[src/gpio_rc_pkg.sv]
// ----------------------------------------------------------------------------
// GPIO register controller package
// Word types, register map offsets and field codes shared by the block.
// ----------------------------------------------------------------------------
package gpio_rc_pkg;

	localparam int DATA_W     = 32;
	localparam int OFS_W      = 6;
	localparam int PAD_W      = 54;
	localparam int FUNC_BITS  = 3;
	localparam int PULL_BITS  = 2;
	localparam int FSEL_WORDS = 6;
	localparam int FSEL_SLOTS = 10;
	localparam int FSEL_IDX_W = 3;

	// Access modes
	localparam logic MODE_READ  = 1'b0;
	localparam logic MODE_WRITE = 1'b1;

	// Register map, word offsets
	localparam logic [OFS_W-1:0] OFS_FSEL_FIRST = 6'd0;
	localparam logic [OFS_W-1:0] OFS_FSEL_LAST  = 6'd5;
	localparam logic [OFS_W-1:0] OFS_SET0       = 6'd7;
	localparam logic [OFS_W-1:0] OFS_SET1       = 6'd8;
	localparam logic [OFS_W-1:0] OFS_CLR0       = 6'd10;
	localparam logic [OFS_W-1:0] OFS_CLR1       = 6'd11;
	localparam logic [OFS_W-1:0] OFS_LEV0       = 6'd13;
	localparam logic [OFS_W-1:0] OFS_LEV1       = 6'd14;
	localparam logic [OFS_W-1:0] OFS_PUD        = 6'd37;
	localparam logic [OFS_W-1:0] OFS_PUDCLK0    = 6'd38;
	localparam logic [OFS_W-1:0] OFS_PUDCLK1    = 6'd39;

	// Field codes
	localparam logic [FUNC_BITS-1:0] FUNC_OUTPUT = 3'd1;
	localparam logic [PULL_BITS-1:0] PULL_DOWN   = 2'd1;
	localparam logic [PULL_BITS-1:0] PULL_UP     = 2'd2;

	typedef struct packed {
		logic              mode;
		logic [OFS_W-1:0]  word_offset;
		logic [DATA_W-1:0] write_data;
		logic [PAD_W-1:0]  pad_levels;
	} req_t;

	typedef struct packed {
		logic [DATA_W-1:0] read_data;
		logic [PAD_W-1:0]  output_levels;
		logic [PAD_W-1:0]  drive_enable;
		logic [PAD_W-1:0]  pull_up_mask;
		logic [PAD_W-1:0]  pull_down_mask;
	} rsp_t;

	// Offset decode
	typedef struct packed {
		logic                  fsel_hit;
		logic [FSEL_IDX_W-1:0] fsel_word;
		logic                  set_hit;
		logic                  clr_hit;
		logic                  lev_hit;
		logic                  pud_hit;
		logic                  pudclk_hit;
		logic                  hi;        // upper 32-pin half
	} dec_t;

endpackage

[src/gpio_rc_decode.sv]
// ----------------------------------------------------------------------------
// GPIO register controller offset decode
// Maps a word offset onto register group hits and the pin half it covers.
// ----------------------------------------------------------------------------
module gpio_rc_decode (
	input  logic [gpio_rc_pkg::OFS_W-1:0] word_offset,
	output gpio_rc_pkg::dec_t             dec
);
	import gpio_rc_pkg::*;

	always_comb begin
		dec = '0;
		if (word_offset <= OFS_FSEL_LAST) begin
			dec.fsel_hit  = 1'b1;
			dec.fsel_word = FSEL_IDX_W'(word_offset - OFS_FSEL_FIRST);
		end
		case (word_offset)
			OFS_SET0: begin
				dec.set_hit = 1'b1;
			end
			OFS_SET1: begin
				dec.set_hit = 1'b1;
				dec.hi      = 1'b1;
			end
			OFS_CLR0: begin
				dec.clr_hit = 1'b1;
			end
			OFS_CLR1: begin
				dec.clr_hit = 1'b1;
				dec.hi      = 1'b1;
			end
			OFS_LEV0: begin
				dec.lev_hit = 1'b1;
			end
			OFS_LEV1: begin
				dec.lev_hit = 1'b1;
				dec.hi      = 1'b1;
			end
			OFS_PUD: begin
				dec.pud_hit = 1'b1;
			end
			OFS_PUDCLK0: begin
				dec.pudclk_hit = 1'b1;
			end
			OFS_PUDCLK1: begin
				dec.pudclk_hit = 1'b1;
				dec.hi         = 1'b1;
			end
			default: begin
			end
		endcase
	end

endmodule

[src/gpio_rc_regs.sv]
// ----------------------------------------------------------------------------
// GPIO register controller register file
// Pin state, access update and the response word for one bus access.
// ----------------------------------------------------------------------------
module gpio_rc_regs #(
	parameter int NUM_PINS = 54
) (
	input  logic              clk,
	input  logic              arst_n,
	input  logic              en,
	input  gpio_rc_pkg::req_t req,
	output gpio_rc_pkg::rsp_t rsp
);
	import gpio_rc_pkg::*;

	localparam int NP = NUM_PINS;

	dec_t dec;
	logic wr;
	logic we;

	logic [FUNC_BITS-1:0] fsel_q [NP];
	logic [FUNC_BITS-1:0] fsel_d [NP];
	logic [PULL_BITS-1:0] pull_q [NP];
	logic [PULL_BITS-1:0] pull_d [NP];
	logic [NP-1:0]        latch_q;
	logic [NP-1:0]        latch_d;
	logic [PULL_BITS-1:0] pud_q;
	logic [PULL_BITS-1:0] pud_d;

	logic [NP-1:0]    drv;
	logic [NP-1:0]    up;
	logic [NP-1:0]    dn;
	logic [PAD_W-1:0] lat_o;
	logic [PAD_W-1:0] drv_o;
	logic [PAD_W-1:0] up_o;
	logic [PAD_W-1:0] dn_o;

	logic [FSEL_WORDS-1:0][FSEL_SLOTS*FUNC_BITS-1:0] fsel_rd;
	logic [2*DATA_W-1:0] lev;
	logic [DATA_W-1:0]   rdata;

	gpio_rc_decode u_decode (
		.word_offset (req.word_offset),
		.dec         (dec)
	);

	assign wr    = (req.mode == MODE_WRITE);
	assign we    = en && wr;
	assign pud_d = (we && dec.pud_hit) ? req.write_data[PULL_BITS-1:0] : pud_q;

	// Per-pin next state
	for (genvar p = 0; p < NP; p++) begin : g_pin
		localparam int W = p / FSEL_SLOTS;
		localparam int S = p % FSEL_SLOTS;
		localparam int B = p % DATA_W;
		localparam logic H = (p >= DATA_W);

		logic half_ok;
		logic fsel_we;

		assign half_ok = (dec.hi == H) && req.write_data[B];

		if (W < FSEL_WORDS) begin : g_fsel
			assign fsel_we = we && dec.fsel_hit && (dec.fsel_word == FSEL_IDX_W'(W));
		end else begin : g_nofsel
			assign fsel_we = 1'b0;
		end

		assign fsel_d[p] = fsel_we ? req.write_data[FUNC_BITS*S +: FUNC_BITS] : fsel_q[p];
		assign latch_d[p] = (we && dec.set_hit && half_ok) ? 1'b1 :
			(we && dec.clr_hit && half_ok) ? 1'b0 : latch_q[p];
		assign pull_d[p] = (we && dec.pudclk_hit && half_ok) ? pud_q : pull_q[p];

		assign drv[p] = (fsel_d[p] == FUNC_OUTPUT);
		assign up[p]  = (pull_d[p] == PULL_UP);
		assign dn[p]  = (pull_d[p] == PULL_DOWN);
	end

	always_ff @(posedge clk or negedge arst_n) begin
		if (!arst_n) begin
			latch_q <= '0;
			pud_q   <= '0;
			for (int i = 0; i < NP; i++) begin
				fsel_q[i] <= '0;
				pull_q[i] <= '0;
			end
		end else begin
			latch_q <= latch_d;
			pud_q   <= pud_d;
			for (int i = 0; i < NP; i++) begin
				fsel_q[i] <= fsel_d[i];
				pull_q[i] <= pull_d[i];
			end
		end
	end

	// Select words as read, absent pins read zero
	for (genvar w = 0; w < FSEL_WORDS; w++) begin : g_rdw
		for (genvar s = 0; s < FSEL_SLOTS; s++) begin : g_rds
			if (w * FSEL_SLOTS + s < NP) begin : g_on
				assign fsel_rd[w][FUNC_BITS*s +: FUNC_BITS] = fsel_q[w * FSEL_SLOTS + s];
			end else begin : g_off
				assign fsel_rd[w][FUNC_BITS*s +: FUNC_BITS] = '0;
			end
		end
	end

	// Pad levels of present pins
	for (genvar b = 0; b < 2 * DATA_W; b++) begin : g_lev
		if (b < NP && b < PAD_W) begin : g_on
			assign lev[b] = req.pad_levels[b];
		end else begin : g_off
			assign lev[b] = 1'b0;
		end
	end

	// Pin-facing outputs, pins 0..PAD_W-1 only
	for (genvar b = 0; b < PAD_W; b++) begin : g_out
		if (b < NP) begin : g_on
			assign lat_o[b] = latch_d[b];
			assign drv_o[b] = drv[b];
			assign up_o[b]  = up[b];
			assign dn_o[b]  = dn[b];
		end else begin : g_off
			assign lat_o[b] = 1'b0;
			assign drv_o[b] = 1'b0;
			assign up_o[b]  = 1'b0;
			assign dn_o[b]  = 1'b0;
		end
	end

	always_comb begin
		rdata = '0;
		if (!wr) begin
			if (dec.fsel_hit) begin
				rdata = {{(DATA_W - FSEL_SLOTS*FUNC_BITS){1'b0}}, fsel_rd[dec.fsel_word]};
			end else if (dec.lev_hit) begin
				rdata = dec.hi ? lev[2*DATA_W-1:DATA_W] : lev[DATA_W-1:0];
			end else if (dec.pud_hit) begin
				rdata = {{(DATA_W - PULL_BITS){1'b0}}, pud_q};
			end
		end
	end

	always_comb begin
		rsp.read_data      = rdata;
		rsp.output_levels  = lat_o;
		rsp.drive_enable   = drv_o;
		rsp.pull_up_mask   = up_o;
		rsp.pull_down_mask = dn_o;
	end

endmodule

[src/gpio_register_controller_top.sv]
// ----------------------------------------------------------------------------
// GPIO register controller, top level
// Word-addressed GPIO register block: function select, set/clear output
// latch, pad level read-back and clocked pull configuration per pin.
// ----------------------------------------------------------------------------
//
//   channel | handshake            | word   | carries
//   --------+----------------------+--------+----------------------------------
//   req     | req_valid/req_stall  | req_t  | one bus access plus pad levels
//   rsp     | rsp_valid/rsp_stall  | rsp_t  | read data and pin state after it
//
// Cycles: one word per clock sustained while rsp_stall is low; each word passes the
//   input register, then result register; access decode and pin update sit between.
// State changes when a word moves from the input register to the result
//   register, so accesses apply strictly in order.
// Reset: arst_n clears all pin state to its idle values and empties both
//   registers.
// Stalls: req_stall rises only when both registers hold words and rsp_stall
//   is high; the input register keeps its word until the result slot frees.
// ----------------------------------------------------------------------------
module gpio_register_controller_top #(
	parameter int NUM_PINS = 54
) (
	input  logic              clk,
	input  logic              arst_n,
	input  logic              req_valid,
	output logic              req_stall,
	input  gpio_rc_pkg::req_t req,
	output logic              rsp_valid,
	input  logic              rsp_stall,
	output gpio_rc_pkg::rsp_t rsp
);
	import gpio_rc_pkg::*;

	// input register
	logic valid_s1;
	req_t req_s1;

	// result register
	logic rsp_valid_q;
	rsp_t rsp_q;

	logic adv;      // word leaves the input register this cycle
	rsp_t rsp_d;

	assign adv       = valid_s1 && (!rsp_valid_q || !rsp_stall);
	assign req_stall = valid_s1 && !adv;

	always_ff @(posedge clk or negedge arst_n) begin
		if (!arst_n) begin
			valid_s1 <= 1'b0;
		end else if (!req_stall) begin
			valid_s1 <= req_valid;
		end
	end

	always_ff @(posedge clk) begin
		if (!req_stall && req_valid) begin
			req_s1 <= req;
		end
	end

	gpio_rc_regs #(
		.NUM_PINS (NUM_PINS)
	) u_regs (
		.clk    (clk),
		.arst_n (arst_n),
		.en     (adv),
		.req    (req_s1),
		.rsp    (rsp_d)
	);

	always_ff @(posedge clk or negedge arst_n) begin
		if (!arst_n) begin
			rsp_valid_q <= 1'b0;
		end else if (adv) begin
			rsp_valid_q <= 1'b1;
		end else if (!rsp_stall) begin
			rsp_valid_q <= 1'b0;
		end
	end

	always_ff @(posedge clk) begin
		if (adv) begin
			rsp_q <= rsp_d;
		end
	end

	assign rsp_valid = rsp_valid_q;
	assign rsp       = rsp_q;

`ifndef SYNTHESIS
	a_adv_fills: assert property (@(posedge clk) disable iff (!arst_n)
		adv |=> rsp_valid_q)
		else $error("result register not loaded after advance");

	a_write_zero: assert property (@(posedge clk) disable iff (!arst_n)
		adv && req_s1.mode == MODE_WRITE |=> rsp_q.read_data == '0)
		else $error("write access returned nonzero read data");

	a_s1_hold: assert property (@(posedge clk) disable iff (!arst_n)
		valid_s1 && !adv |=> valid_s1 && $stable(req_s1))
		else $error("input register lost a held word");

	a_stall_cause: assert property (@(posedge clk) disable iff (!arst_n)
		req_stall |-> rsp_valid_q && rsp_stall)
		else $error("input stalled while result slot free");
`endif

endmodule

[config.mk]
export PLATFORM = sky130hd
export DESIGN_NAME = gpio_register_controller_top
export DESIGN_NICKNAME = d
export VERILOG_FILES = /design/src/gpio_rc_pkg.sv /design/src/gpio_rc_decode.sv /design/src/gpio_rc_regs.sv /design/src/gpio_register_controller_top.sv
export SDC_FILE = /design/constraint.sdc
export NUM_CORES = 1
export LEC_CHECK = 0
export ABC_AREA = 1
export BUFFER_PORTS_ARGS = -buffer_cell sky130_fd_sc_hd__buf_2
export CORE_ASPECT_RATIO = 1.5
export CORE_MARGIN = 3
export CORE_UTILIZATION = 52
export DETAILED_ROUTE_END_ITERATION = 6
export PLACE_DENSITY = 0.78
export SYNTH_ARGS = -nofsm -noshare
export SYNTH_HDL_FRONTEND = slang
export SYNTH_HIERARCHICAL = 1
export SYNTH_SLANG_ARGS = --single-unit
export TNS_END_PERCENT = 20
[constraint.sdc]
create_clock -name clk -period 13.9 [get_ports clk]
set_input_delay 2.78 -clock clk [delete_from_list [all_inputs] [get_ports clk]]
set_output_delay 2.78 -clock clk [all_outputs]
set_load 0.005 [all_outputs]
# Word level (Yosys, flattened, before mapping)
# Index checks and enable logic that the tools add are counted.
# classes
n_lt_le_gt_ge,2
n_eq_ne,177
mux,231
n_bitwise,1
n_reduce_logical,243
# ops
op,n
$logic_and A1 B1 Y1,231
$eq A3 B1 Y1 const B,55
$mux W3,54
$mux W1,116
$mux W2,55
$eq A2 B1 Y1 const B,54
$eq A2 B2 Y1 const B,54
$bmux W30 S3,1
$mux W32,2
$mux W30,2
$eq A6 B4 Y1 const B,5
$eq A6 B6 Y1 const B,3
$reduce_or A2 Y1,5
$eq A3 B2 Y1 const B,2
$eq A3 B3 Y1 const B,2
$eq A6 B3 Y1 const B,1
$le A6 B3 Y1 const B,1
$logic_not A1 Y1,4
$lt A3 B4 Y1 const B,1
$mux W4,1
$reduce_or A4 Y1,1
$logic_not A3 Y1,1
$ne A2 B1 Y1 const B,1
$logic_or A1 B1 Y1,1
$not A1 Y1,1
# totals
ff_bits,669
input_bits,97
wordCells,776

# Longest topological paths before layout
# logic_depth
ltp_word,8
ltp_mapped,14
mapped_depth_nobuf,12

# Hierarchy
# Netlist, hierarchy kept.
# modules_own_cells
mod,n_inst,cells_each,area_per_inst_um2,seq_area_each_um2
gpio_rc_regs,1,2498,17197.7,8157.8
gpio_register_controller_top,1,353,10334.9,10289.9
gpio_rc_decode,1,36,166.4,0.0

# Worst setup path before layout
# OpenSTA, ideal clock, no wires.
# synth_timing
path_kind,in2reg
start,input rsp_stall
end,"register rsp_q (netlist bit rsp[108]), data pin"
t_arrival_ns,16.959
required_ns,13.640
path_slack_ns,-3.319
stages,7
n_path_buf,1
cell_sequence,a21oi_1 -> nand3_2 -> inv_2 -> nand3_1 -> clkbuf_1 -> o21ai_0 -> nor2_1
# synth_rtl
element,line_no,rtl
from (decl),gpio_register_controller_top.sv:30,"input logic rsp_stall,"
to (signal assigned),gpio_register_controller_top.sv:85,rsp_q <= rsp_d;
to (decl),gpio_register_controller_top.sv:41,rsp_t rsp_q;

# Worst setup path after layout
# layout_timing
start,input rsp_stall
end,output req_stall
# layout_via
elab_chain_cells,5
# layout_lines
element,line_no,rtl
$logic_not A1 Y1,--,
$logic_or A1 B1 Y1,gpio_register_controller_top.sv:46,assign adv = valid_s1 && (!rsp_valid_q || !rsp_stall);
$logic_and A1 B1 Y1,gpio_register_controller_top.sv:46,
$logic_not A1 Y1,gpio_register_controller_top.sv:47,assign req_stall = valid_s1 && !adv;
$logic_and A1 B1 Y1,gpio_register_controller_top.sv:47,
to (decl),gpio_register_controller_top.sv:27,"output logic req_stall,"
# No other way between the ends.

==> metrics.md <==
| Metric | Value |
|---|---|
| Status | `finished, violations left` |
| Failing checks | `design-rule violations` |
| Syn. warnings | `6` |
| DIE HEIGHT | `288.7 um` |
| Critical Path RT | `11.12 ns` |
| Post-DRT Antenna Nets | `0` |
| TritonRoute pass-1 iters | `7` |
| Synth cell types | `28` |
| Starting DRT DRC Count | `1650` |
| Crit-path max cell delay | `about 0.13 ns` |
| R2R setup slack | `9.92 ns` |
| Filler cells | `around 4300` |
| Core Area | `between 50000 and 60000 sq um` |
| Net Sw Power | `1125 uW` |
| GR Overflow Total | `0` |
| Nets@finish | `about 3300` |
| Antenna violations before repair | `8` |
| Crit Path Class | `input pin to output port` |
| Synth top cells by count | `nand2_1, inv_1, edfxtp_1` |
| Synth Cell Area | `between 20000 and 30000 sq um` |
| Top FF cell, synth | `edfxtp_1` |
| Cell Chain, Critical Path | `buf_2 > nand3_2 > inv_1 > buf_2` |
| Setup TNS | `0 ns` |
| Clock-pin slew on the worst setup and hold paths | `0.07 ns` |
| IO buf count | `346` |
| Slew headroom | `24.33%` |
| Sw frac | `approximately a quarter` |
| CTS buffer count | `60` |
| Pre-CTS setup slack | `7.932 ns` |
| Hold path startpoint | `u_regs/latch_q[38]` |
| Remaining DRCs | `1` |
| Sequential Area | `18450 sq um` |
| Top-area cell type share of the netlist area | `36.97%` |
| Int Pwr | `3346 uW` |
| Critical Path End Type | `output port` |
| Largest net degree at the start of global routing | `81` |
| Clk_skew | `between 0.02 and 0.03 ns` |
| CTS H-Tree Depth | `2` |
| Area leader, netlist | `edfxtp_1` |
| Max Clk Rate | `~170 MHz` |
| Mapped Cells | `2887` |
| Starting Density | `between 50% and 60%` |
| Synth async-reset ratio | `49.03%` |
| Fin crit share | `42.89%` |
| CP most frequent cell | `buf_2` |
| Final Util | `61.12%` |
| First-pass GRT wire length | `116100 um` |
| Endpoints failing setup | `0` |
| DR WL/cell | `19.72 um` |
| Hold-fix buffer count after cts | `0` |
| Gp weighted congestion | `0.8976` |
| Syn Area/Cell | `9.594 sq um` |
| Worst vdd ir | `roughly 0.12 mV` |
| Cell Rows | `roughly 100` |
| Share of layout cells above drive strength 1 | `16.06%` |
| PostCTS Resize Cnt | `0` |
| Via count | `20220` |
| CP max-delay cell | `buf_2` |
| RSZ-0062 raised after global routing | `no` |
| Most numerous cell in the Yosys netlist | `nand2_1` |
| DIE AREA | `56130 sq um` |
| Sequential Power Share | `51.5%` |
| Worst skew pair latency | `0.64 ns` |
| Num ports | `347` |
| Combinational power share | `9.6%` |
| WL final | `78050 um` |
| Most area-consuming cells after synthesis | `edfxtp_1, dfrtp_1, nand2_1` |
| HP Class | `flip-flop to flip-flop` |
| Die width | `between 150 and 200 um` |
| Layout area overhead | `16.31%` |
| Sequential-to-total area share from yosys stat | `66.60%` |
| DP HPWL | `52330 um` |
| Number of synthesized flops with an enable pin | `roughly 340` |
| Max cap viols | `0` |
| Pwr/cell area | `138.8 nW/um^2` |
| Vias in the first global route | `19870` |
| Worst-margin pin slew | `1.131 ns` |
| Area taken by multi-input logic gates | `6958 sq um` |
| Final slew viol count | `0` |
| Worst R2R Start | `req_s1[90]` |
| Worst Hold End | `u_regs/latch_q[38]` |
| FF-to-FF End | `rsp[121]` |
| Root buf cell | `clkbuf_16` |
| Vias/cell | `5.107` |
| CTS sink cnt | `669` |
| Clk pwr share | `38.9%` |
| Minimum clock period | `just under 6 ns` |
| CTS tree | `yes` |
| Max clock buf depth | `3` |
| Crit-path max FO | `3` |
| Pleak | `0.01526 uW` |
| Flops & latches, synth | `669` |
| Hold Vio Cnt, Final | `0` |
| Final WS setup | `7.938 ns` |
| GRT Total Usage | `27.32%` |
| Critical path startpoint category | `input pin` |
| Hold path depth | `2` |
| # Post-CTS Setup Buffers | `0` |
| Mapped Nets | `2984` |
| Worst endpoint data arrival time | `3.18 ns` |
| Worst r2r path cells | `12` |
[metal layers]
metal,global-route usage [%],routed length [um],part of all wire [%]
met1,32.62,28260,36
met5,0,45,0.058
met3,6.080,6162,7.9
met4,18.50,6247,8.0
met2,44.56,37340,48
[critical path: cells and delay by family]
| family | cells | cell delay [ns] |
|---|---|---|
| buffers and inverters | 3 | 0.29 |
| AND/OR/NAND/NOR | 1 | 0.11 |
[through the flow]
stage	hold slack, ns	instance area (sq um)	cells	power, uW
2_1_floorplan	0.4737	27700	2887	2554
3_3_place_gp	0.4900	30110	3838	2754
3_5_place_dp	0.5047	30110	3838	2768
4_1_cts	0.5198	32200	3952	4503
5_1_grt	0.5348	32210	3954	4635
6_report	0.5153	32220	3958	4471
[logic make-up after synthesis]
kind of cell,count (synthesis),share of synthesized area [%]
flops,669,66.60
buf+inv,610,8.488
compound gates,347,6.464
simple gates,1260,18.42
xor+xnor,1,0.03163
[cell type report]
cell class | count | area share, %
antenna | 6 | 0.04660
clock buffer | 79 | 5.165
clock inverter | 35 | 1.317
inverter | 504 | 5.880
multi-input combinational | 1608 | 21.60
sequential | 669 | 57.26
tap | 682 | 2.649
timing repair buffer | 375 | 6.082
[worst max-delay path by stage]
stage	start	depth (start not counted)	to	slack (ns)
2_1_floorplan	rsp_stall	9	rsp[138]	2.00
3_3_place_gp	rsp_stall	4	req_stall	7.92
3_5_place_dp	rsp_stall	4	req_stall	7.93
4_1_cts	rsp_stall	4	req_stall	7.93
5_1_grt	rsp_stall	4	req_stall	7.89
6_report	rsp_stall	4	req_stall	7.94
[flip-flops by register name, summed over array words and instances, names as in the netlist]
register / flops
rsp: 248
u_regs/fsel_q: 162
u_regs/pull_q: 108
req_s1: 93
u_regs/latch_q: 54
u_regs/pud_q: 2
rsp_valid: 1
valid_s1: 1
[cell usage in the layout, fill, tap and decap left out, drive strengths merged, types with 5 or more instances in the layout]
master    count
edfxtp      341
nand3        83
bufinv        7
o211ai       21
clkinvlp     10
dfrtp       328
nor3          5
diode         6
or2          20
and2         54
nand2       919
clkbuf       79
inv         508
nor2        178
clkinv       14
o21ai       322
buf         375
[power groups by stage]
stage	clock network [uW]	registers, uW	logic [uW]
floorplan	0	2340	215
global placement	0	2340	418
detailed placement	0	2340	429
CTS	1770	2300	433
global route	1840	2310	481
finish	1740	2300	429
Note: power is estimated with default switching activity, not from simulation.
